## src/hdl/pes_pkg.sv

```systemverilog
// ----------------------------------------------------------------------------
// Periodic event scheduler package
// Shared widths, operation codes, controller states and the command and
// status groups that join the controller to the datapath.
// ----------------------------------------------------------------------------
package pes_pkg;

  // Field widths of the stream beats.
  localparam int IDX_W       = 3;
  localparam int TIME_W      = 64;
  localparam int IN_TDATA_W  = 136;
  localparam int OUT_TDATA_W = 72;
  localparam int OUT_PAD_W   = OUT_TDATA_W - IDX_W - TIME_W;

  // Bit positions inside the input tdata.
  localparam int IN_IDX_LSB    = 0;
  localparam int IN_PERIOD_LSB = IDX_W;
  localparam int IN_NOW_LSB    = IDX_W + TIME_W;

  // Alarm value when no event is enabled.
  localparam logic [TIME_W-1:0] ALL_ONES = '1;

  // Operation carried in the input tuser.
  typedef enum logic {
    OP_REGISTER = 1'b0,
    OP_SERVICE  = 1'b1
  } op_t;

  // Controller states, one-hot.
  typedef enum logic [4:0] {
    S_IDLE       = 5'b00001,
    S_REG_SUM    = 5'b00010,
    S_REG_COMMIT = 5'b00100,
    S_SCAN       = 5'b01000,
    S_FINISH     = 5'b10000
  } state_t;

  // Commands from the controller to the datapath.
  typedef struct packed {
    logic load;         // capture the input beat, start a run
    logic reg_sum;      // compute the due time of a register operation
    logic reg_commit;   // write the table and alarm, emit the report beat
    logic scan_step;    // process the current table entry
    logic scan_finish;  // program the alarm, emit the final beat
  } cmd_t;

  // Status from the datapath to the controller.
  typedef struct packed {
    logic op_service;   // the offered input beat is a service operation
    logic out_free;     // the output register can take a beat this cycle
    logic fire_now;     // the current table entry is due
    logic scan_last;    // the current table entry is the last one
  } sts_t;

endpackage

```

## src/hdl/pes_ctrl.sv

```systemverilog
// ----------------------------------------------------------------------------
// Periodic event scheduler controller
// Sequences register and service operations and issues datapath commands.
// ----------------------------------------------------------------------------
module pes_ctrl (
  input  logic           clk,
  input  logic           rst_n,
  input  logic           in_tvalid,
  output logic           in_tready,
  output pes_pkg::cmd_t  cmd,
  input  pes_pkg::sts_t  sts
);

  pes_pkg::state_t state_r;
  pes_pkg::state_t state_nxt;

  // Next state and command decode.
  always_comb begin
    cmd       = '0;
    in_tready = 1'b0;
    state_nxt = state_r;
    case (state_r)
      pes_pkg::S_IDLE: begin
        in_tready = 1'b1;
        if (in_tvalid) begin
          cmd.load  = 1'b1;
          state_nxt = sts.op_service ? pes_pkg::S_SCAN : pes_pkg::S_REG_SUM;
        end
      end
      pes_pkg::S_REG_SUM: begin
        cmd.reg_sum = 1'b1;
        state_nxt   = pes_pkg::S_REG_COMMIT;
      end
      pes_pkg::S_REG_COMMIT: begin
        if (sts.out_free) begin
          cmd.reg_commit = 1'b1;
          state_nxt      = pes_pkg::S_IDLE;
        end
      end
      pes_pkg::S_SCAN: begin
        // A due entry needs room in the output register before it can move on.
        if (!sts.fire_now || sts.out_free) begin
          cmd.scan_step = 1'b1;
          if (sts.scan_last) begin
            state_nxt = pes_pkg::S_FINISH;
          end
        end
      end
      pes_pkg::S_FINISH: begin
        if (sts.out_free) begin
          cmd.scan_finish = 1'b1;
          state_nxt       = pes_pkg::S_IDLE;
        end
      end
      default: begin
        state_nxt = pes_pkg::S_IDLE;
      end
    endcase
  end

  // State register.
  always_ff @(posedge clk) begin
    if (!rst_n) begin
      state_r <= pes_pkg::S_IDLE;
    end else begin
      state_r <= state_nxt;
    end
  end

endmodule

```

## src/hdl/pes_dp.sv

```systemverilog
// ----------------------------------------------------------------------------
// Periodic event scheduler datapath
// Event tables, alarm register, scan pipeline and the output register.
// ----------------------------------------------------------------------------
module pes_dp #(
  parameter int MAX_EVENTS = 8
) (
  input  logic                               clk,
  input  logic                               rst_n,
  input  logic [pes_pkg::IN_TDATA_W-1:0]     in_tdata,
  input  logic                               in_tuser,
  input  pes_pkg::cmd_t                      cmd,
  output pes_pkg::sts_t                      sts,
  output logic                               out_tvalid,
  input  logic                               out_tready,
  output logic [pes_pkg::OUT_TDATA_W-1:0]    out_tdata,
  output logic                               out_tuser,
  output logic                               out_tlast
);

  localparam int SW    = (MAX_EVENTS > 1) ? $clog2(MAX_EVENTS) : 1;
  localparam int CMP_W = 6;

  // Captured input beat.
  logic [pes_pkg::IDX_W-1:0]  idx_r;
  logic [pes_pkg::TIME_W-1:0] period_r;
  logic [pes_pkg::TIME_W-1:0] now_r;
  logic [pes_pkg::TIME_W-1:0] due_r;

  // Event state.
  logic [MAX_EVENTS-1:0]      enabled_r;
  logic [pes_pkg::TIME_W-1:0] per_r [MAX_EVENTS];
  logic [pes_pkg::TIME_W-1:0] nd_r  [MAX_EVENTS];
  logic [pes_pkg::TIME_W-1:0] alarm_r;

  // Scan pipeline.
  logic [SW-1:0]              scan_idx_r;
  logic [pes_pkg::TIME_W-1:0] cand_r;
  logic                       cand_valid_r;
  logic [pes_pkg::TIME_W-1:0] min_r;
  logic [pes_pkg::TIME_W-1:0] min_nxt;

  // Output register.
  logic                       out_valid_r;
  logic                       out_fired_r;
  logic [pes_pkg::IDX_W-1:0]  out_idx_r;
  logic [pes_pkg::TIME_W-1:0] out_alarm_r;
  logic                       out_last_r;

  logic                       idx_ok;
  logic [SW-1:0]              reg_slot;
  logic [pes_pkg::TIME_W-1:0] alarm_reg_new;
  logic                       en_cur;
  logic [pes_pkg::TIME_W-1:0] nd_cur;
  logic [pes_pkg::TIME_W-1:0] per_cur;
  logic                       fire_now;
  logic [pes_pkg::TIME_W-1:0] sum_scan;
  logic                       scan_last;
  logic                       out_free;

  // Register operation decode and alarm update.
  assign idx_ok        = (CMP_W'(idx_r) < CMP_W'(MAX_EVENTS));
  assign reg_slot      = SW'(idx_r);
  assign alarm_reg_new = ((alarm_r > due_r) || (alarm_r <= now_r)) ? due_r : alarm_r;

  // Current scan entry: due test and reschedule sum in parallel.
  assign en_cur    = enabled_r[scan_idx_r];
  assign nd_cur    = nd_r[scan_idx_r];
  assign per_cur   = per_r[scan_idx_r];
  assign fire_now  = en_cur && (nd_cur <= now_r);
  assign sum_scan  = now_r + per_cur;
  assign scan_last = (scan_idx_r == SW'(MAX_EVENTS - 1));

  // Running minimum takes the previous entry's next due time.
  assign min_nxt = (cand_valid_r && (cand_r < min_r)) ? cand_r : min_r;

  assign out_free = !out_valid_r || out_tready;

  always_comb begin
    sts            = '0;
    sts.op_service = (in_tuser == pes_pkg::OP_SERVICE);
    sts.out_free   = out_free;
    sts.fire_now   = fire_now;
    sts.scan_last  = scan_last;
  end

  // Input capture and register operation due time.
  always_ff @(posedge clk) begin
    if (cmd.load) begin
      idx_r    <= in_tdata[pes_pkg::IN_IDX_LSB +: pes_pkg::IDX_W];
      period_r <= in_tdata[pes_pkg::IN_PERIOD_LSB +: pes_pkg::TIME_W];
      now_r    <= in_tdata[pes_pkg::IN_NOW_LSB +: pes_pkg::TIME_W];
    end
    if (cmd.reg_sum) begin
      due_r <= now_r + period_r;
    end
  end

  // Period and next due tables.
  always_ff @(posedge clk) begin
    if (cmd.reg_commit && idx_ok) begin
      per_r[reg_slot] <= period_r;
      nd_r[reg_slot]  <= due_r;
    end else if (cmd.scan_step && fire_now) begin
      nd_r[scan_idx_r] <= sum_scan;
    end
  end

  // Enable flags, alarm and scan control.
  always_ff @(posedge clk) begin
    if (!rst_n) begin
      enabled_r    <= '0;
      alarm_r      <= '0;
      scan_idx_r   <= '0;
      cand_valid_r <= 1'b0;
    end else begin
      if (cmd.reg_commit && idx_ok) begin
        enabled_r[reg_slot] <= 1'b1;
        alarm_r             <= alarm_reg_new;
      end else if (cmd.scan_finish) begin
        alarm_r <= min_nxt;
      end
      if (cmd.load) begin
        scan_idx_r <= '0;
      end else if (cmd.scan_step && !scan_last) begin
        scan_idx_r <= scan_idx_r + SW'(1);
      end
      cand_valid_r <= cmd.scan_step && en_cur;
    end
  end

  // Candidate and running minimum.
  always_ff @(posedge clk) begin
    if (cmd.scan_step) begin
      cand_r <= fire_now ? sum_scan : nd_cur;
    end
    if (cmd.load) begin
      min_r <= pes_pkg::ALL_ONES;
    end else begin
      min_r <= min_nxt;
    end
  end

  // Output register valid.
  always_ff @(posedge clk) begin
    if (!rst_n) begin
      out_valid_r <= 1'b0;
    end else if (cmd.reg_commit || cmd.scan_finish || (cmd.scan_step && fire_now)) begin
      out_valid_r <= 1'b1;
    end else if (out_tready) begin
      out_valid_r <= 1'b0;
    end
  end

  // Output register payload.
  always_ff @(posedge clk) begin
    if (cmd.reg_commit) begin
      out_fired_r <= idx_ok;
      out_idx_r   <= idx_ok ? idx_r : '0;
      out_alarm_r <= idx_ok ? alarm_reg_new : alarm_r;
      out_last_r  <= 1'b1;
    end else if (cmd.scan_step && fire_now) begin
      out_fired_r <= 1'b1;
      out_idx_r   <= pes_pkg::IDX_W'(scan_idx_r);
      out_alarm_r <= '0;
      out_last_r  <= 1'b0;
    end else if (cmd.scan_finish) begin
      out_fired_r <= 1'b0;
      out_idx_r   <= '0;
      out_alarm_r <= min_nxt;
      out_last_r  <= 1'b1;
    end
  end

  assign out_tvalid = out_valid_r;
  assign out_tdata  = {{pes_pkg::OUT_PAD_W{1'b0}}, out_alarm_r, out_idx_r};
  assign out_tuser  = out_fired_r;
  assign out_tlast  = out_last_r;

endmodule

```

## src/hdl/periodic_event_scheduler_unit.sv

```systemverilog
// ----------------------------------------------------------------------------
// Periodic event scheduler
// A table of periodic events that share one alarm compare value.
//
//   Channel  | Direction | Payload
//   ---------+-----------+----------------------------------------------------
//   in_      | slave     | tuser: operation; tdata: index, period, now
//   out_     | master    | tuser: fired; tdata: fired index, alarm; tlast
//
// A register operation goes from its input beat through the sum and commit
// states to its result in the output register. A service operation scans
// one table entry per cycle through a single add and compare unit, and the
// finish state then programs the alarm. A stalled output holds the scan at
// the next due entry. One item is in flight at a time. Reset is synchronous
// and clears the enable flags and the alarm.
// ----------------------------------------------------------------------------
module periodic_event_scheduler_unit #(
  parameter int MAX_EVENTS = 8
) (
  input  logic                             clk,
  input  logic                             rst_n,
  input  logic                             in_tvalid,
  output logic                             in_tready,
  // [2:0] event_index, [66:3] period, [130:67] now, rest zero
  input  logic [pes_pkg::IN_TDATA_W-1:0]   in_tdata,
  // [0] operation
  input  logic                             in_tuser,
  output logic                             out_tvalid,
  input  logic                             out_tready,
  // [2:0] fired_index, [66:3] alarm compare, rest zero
  output logic [pes_pkg::OUT_TDATA_W-1:0]  out_tdata,
  // [0] fired
  output logic                             out_tuser,
  output logic                             out_tlast
);

  pes_pkg::cmd_t cmd;
  pes_pkg::sts_t sts;

  // Controller.
  pes_ctrl u_ctrl (
    .clk       (clk),
    .rst_n     (rst_n),
    .in_tvalid (in_tvalid),
    .in_tready (in_tready),
    .cmd       (cmd),
    .sts       (sts)
  );

  // Datapath.
  pes_dp #(
    .MAX_EVENTS (MAX_EVENTS)
  ) u_dp (
    .clk        (clk),
    .rst_n      (rst_n),
    .in_tdata   (in_tdata),
    .in_tuser   (in_tuser),
    .cmd        (cmd),
    .sts        (sts),
    .out_tvalid (out_tvalid),
    .out_tready (out_tready),
    .out_tdata  (out_tdata),
    .out_tuser  (out_tuser),
    .out_tlast  (out_tlast)
  );

endmodule

```

## config.mk

```make
export PLATFORM = sky130hd
export DESIGN_NAME = periodic_event_scheduler_unit
export DESIGN_NICKNAME = d
export VERILOG_FILES = /design/src/hdl/pes_pkg.sv /design/src/hdl/pes_ctrl.sv /design/src/hdl/pes_dp.sv /design/src/hdl/periodic_event_scheduler_unit.sv
export SDC_FILE = /design/constraint.sdc
export NUM_CORES = 2
export LEC_CHECK = 0
export BUFFER_PORTS_ARGS = -buffer_cell sky130_fd_sc_hd__buf_2
export CAP_MARGIN = 20
export CORE_ASPECT_RATIO = 1.25
export CORE_UTILIZATION = 39
export CTS_CLUSTER_SIZE = 20
export DETAILED_ROUTE_END_ITERATION = 10
export PLACE_DENSITY = 0.64
export SLEW_MARGIN = 20
export SYNTH_ARGS = -nofsm -noshare
export SYNTH_HDL_FRONTEND = slang
export SYNTH_SLANG_ARGS = --single-unit
```

## constraint.sdc

```tcl
create_clock -name clk -period 14.7 [get_ports clk]
set_input_delay 0 -clock clk [delete_from_list [all_inputs] [get_ports clk]]
set_output_delay 0 -clock clk [all_outputs]
set_load 0.05 [all_outputs]
```

==> flow_metrics.py <==
metrics = {
    "route": {
        "routedWlPerCell_um": 23.99,
        "drt_iter0_markers": 3808,
        "drc_errors": 0,
        "dr.pass1.iters": 6,
        "vias": 43260,
        "viasPerCell": 5.551,
        "drtAntennaViolNets": 0,
        "wirelength_um": 187000,
    },
    "power": {
        "powerDensity_nw_per_um2": 115.2,
        "leakage_nw": 30.07,
        "ir_drop_mv": 0.1282,
    },
    "final_layout": {
        "fillers": 15590,
        "syn_to_final_growth_pct": 15.87,
        "utilization": 0.4566,
        "fin_nets": 5837,
        "seq_area_um2": 43570,
        "layout-drive-gt1-share": 0.1705,
        "stdcell_area_um2": 81540,
        "multi_input_area_um2": 25060,
    },
    "yosys": {
        "syn_area_per_cell_um2": 14.49,
        "yosysTopAreaCell": "edfxtp_1",
        "synth_compound_area_frac": 0.08193,
        "synth_area_um2": 70370,
        "synth_cell_type_count": 98,
        "yosys_warnings": 0,
        "synthTopCellsByArea": "edfxtp_1 58%, mux4_2 8.3%, ha_1 6.8%, dfxtp_1 4.3%, mux2_2 2.0%",
        "synth_edf_count": 1350,
        "async_flop_share": 0,
        "synth_xor_area_frac": 0.01531,
        "muxShareOfSynthArea": 0.1223,
        "synth_adder_area_share": 0.06867,
        "synth-seq-cells": 1501,
        "synth_ff_type": "edfxtp_1",
        "synthCells": 4857,
        "ys_seq_area_frac": 0.6190,
        "synth_top_area_share": 0.5761,
        "synthSimpleGateAreaFrac": 0.06516,
        "synth_top_family_by_area": "multiplexers",
    },
    "setup_path": {
        "r2r_setup_slack_ns": 6.43,
        "startpoint_type": "flip-flop",
        "critPathCaptureType": "flip-flop",
        "cp.arrival_ns": 8.66,
        "critPathKind": "flip-flop to flip-flop",
        "cp.required_ns": 15.09,
        "cp_max_fo": 49,
    },
    "clocking": {
        "cts_made_buffers": 145,
        "cts_tree": "yes",
        "clock-sinks": 1501,
        "clk_pin_slew_ns": 0.06,
        "cts-root-buf": "clkbuf_16",
        "clock_latency_ns": 0.81,
        "cts_htree_levels": 4,
        "cts_buffer_depth": 3,
    },
    "global_routing": {
        "grt_first_pass_wirelength_um": 271700,
        "groute.usage.overall": 0.2016,
        "grt_overflow_total": 0,
        "grt_antenna_before_repair": 7,
        "grt_max_degree": 195,
        "first_global_vias": 42200,
    },
    "placed_design": {
        "io_buffers": 206,
        "gp_congestion": 0.9173,
        "dp_hpwl_um": 129300,
        "placed_area_um2": 73990,
        "pre_cts_ws_ns": 6.223,
    },
    "sta": {
        "finalSetupViolCount": 0,
        "slew_headroom": 0.2344,
        "finalHoldViolations": 0,
        "worst_pin_slew_ns": 1.148,
        "fin_crit_ns": 8.266,
        "tns_ns": 0,
        "whs_ns": 0.1895,
        "skew_ns": 0.04604,
        "grt_setup_unrepaired": "no",
        "timing.final.ws_setup_ns": 6.434,
        "fmax_ghz": 0.1210,
        "period_share": 0.5623,
        "drv_slew": 0,
    },
    "min_path": {
        "hp-class": "input pin to flip-flop",
    },
    "floorplan": {
        "coreArea_um2": 178600,
        "dieArea_um2": 182200,
        "pin_count": 217,
        "die_y_um": 476.9,
        "die_width_um": 381.9,
        "start_util": 0.3941,
        "placementRows": 173,
    },
    "run": {
        "max_cap_viol_count": 0,
    },
    "outcome": {
        "status": "finished, final reports clean",
    },
}
routing by layer:
layer  global-route usage  routed length (um)  vias to the layer above
met4              0.06776                5701                        6
met5                    0                  31                        -
met2               0.3148               85320                     1512
met1               0.2885               83960                    21780
li1                     -                   -                    19690
met3              0.02790               11980                      282
Yosys cell counts (81+ instances only):
cell and n:
nand2_1 371, xnor2_1 81, ha_1 383, mux4_2 258
dfxtp_1 151, nor2_1 250, o21ai_0 203, a21oi_1 213
a21o_1 160, mux2_2 125, inv_1 242, mux2i_1 137
edfxtp_1 1350, nand4_1 92, clkbuf_1 145
state kept, by name (all words and copies together), names as in the netlist, 3 cells and up, named ones only:
name	cells
u_dp.cand_r	64
u_dp.now_r	64
u_dp.nd_r	512
u_dp.out_alarm_r	64
u_dp.per_r	512
u_dp.scan_idx_r	3
u_ctrl.state_r	5
u_dp.enabled_r	8
u_dp.period_r	64
u_dp.due_r	64
u_dp.idx_r	3
u_dp.min_r	64
u_dp.out_idx_r	3
u_dp.alarm_r	64
critical path, stage by stage, from the launching register on:
cell and delay (ns):
dfxtp_4 0.94, buf_4 0.83, buf_4 0.62, mux4_2 0.57, mux2_2 0.34, ha_1 0.32
nand2_1 0.08, nor2_1 0.04, a211oi_1 0.29, o21ai_0 0.14, nor3_1 0.59, o211a_2 0.56
nor2_4 0.29, nor2b_1 0.20, buf_4 0.25, nand2_1 0.14, o21bai_4 0.72, buf_4 0.80
stage by stage:
step / std cells / total power [mW]
after floorplan: 4861 / 5.317
after global placement: 7259 / 5.568
after detailed placement: 7259 / 5.580
after CTS: 7792 / 9.455
after global routing: 7793 / 9.680
final: 7794 / 9.395
area by class of cell:
| cell class | count | share of cell area |
|---|---|---|
| antenna | 2 | 0.00006138 |
| clock buffer | 180 | 0.04791 |
| sequential | 1501 | 0.5344 |
| inverter | 244 | 0.01146 |
| multi-input combinational | 2890 | 0.3073 |
| tap | 2362 | 0.03624 |
| timing repair buffer | 529 | 0.05088 |
| clock inverter | 86 | 0.01177 |
logic make-up (layout without fill, tap and decap cells):
logic type      Yosys count  in the layout
flops                  1501           1501
simple gates            987            987
compound gates          869            869
mux                     521            521
buf+inv                 470           1039
fa+ha+maj               385            385
xor+xnor                123            123
other cells               1              7
final timing paths:
path / endpoint / from / depth (start not counted)
setup / recovery: u_dp.nd_r[6][6]$_DFFE_PP_ / flip-flop / 17
hold reg to reg: u_dp.enabled_r[6]$_SDFFE_PN0P_ / u_dp.enabled_r[6]$_SDFFE_PN0P_ / 2
setup reg to reg: u_dp.nd_r[6][6]$_DFFE_PP_ / flip-flop / 17
hold / removal: u_ctrl.state_r[0]$_SDFFE_PN1P_ / rst_n / 3
layout by cell type (no fill, tap or decap), types with 37 or more instances in the layout:
cell type	instances
inv_1	240
nand4_1	92
and3_1	73
dfxtp_1	148
a21oi_1	211
nor2_1	248
nand3_1	37
buf_4	54
xnor2_1	81
mux4_2	258
xor2_1	42
clkbuf_16	150
ha_1	383
a32o_1	63
nor3_1	48
dlygate4sd3_1	267
o21ai_0	202
nand2_1	369
mux2i_1	137
mux2_2	125
buf_2	206
a21o_1	158
edfxtp_1	1350
what timing repair did:
action,in CTS,in global routing
hold buffers,267,0
gates resized for setup,0,0
setup buffers,0,0
endpoints found under the hold margin,217,0
report_power, final:
group          switching, mW  total, mW  internal (mW)
Clock                   1.64       3.84           2.20
Sequential             0.102       4.81           4.71
Combinational          0.453      0.744          0.291
Total                   2.19       9.40           7.20
Power figures use the tool's default switching activity.
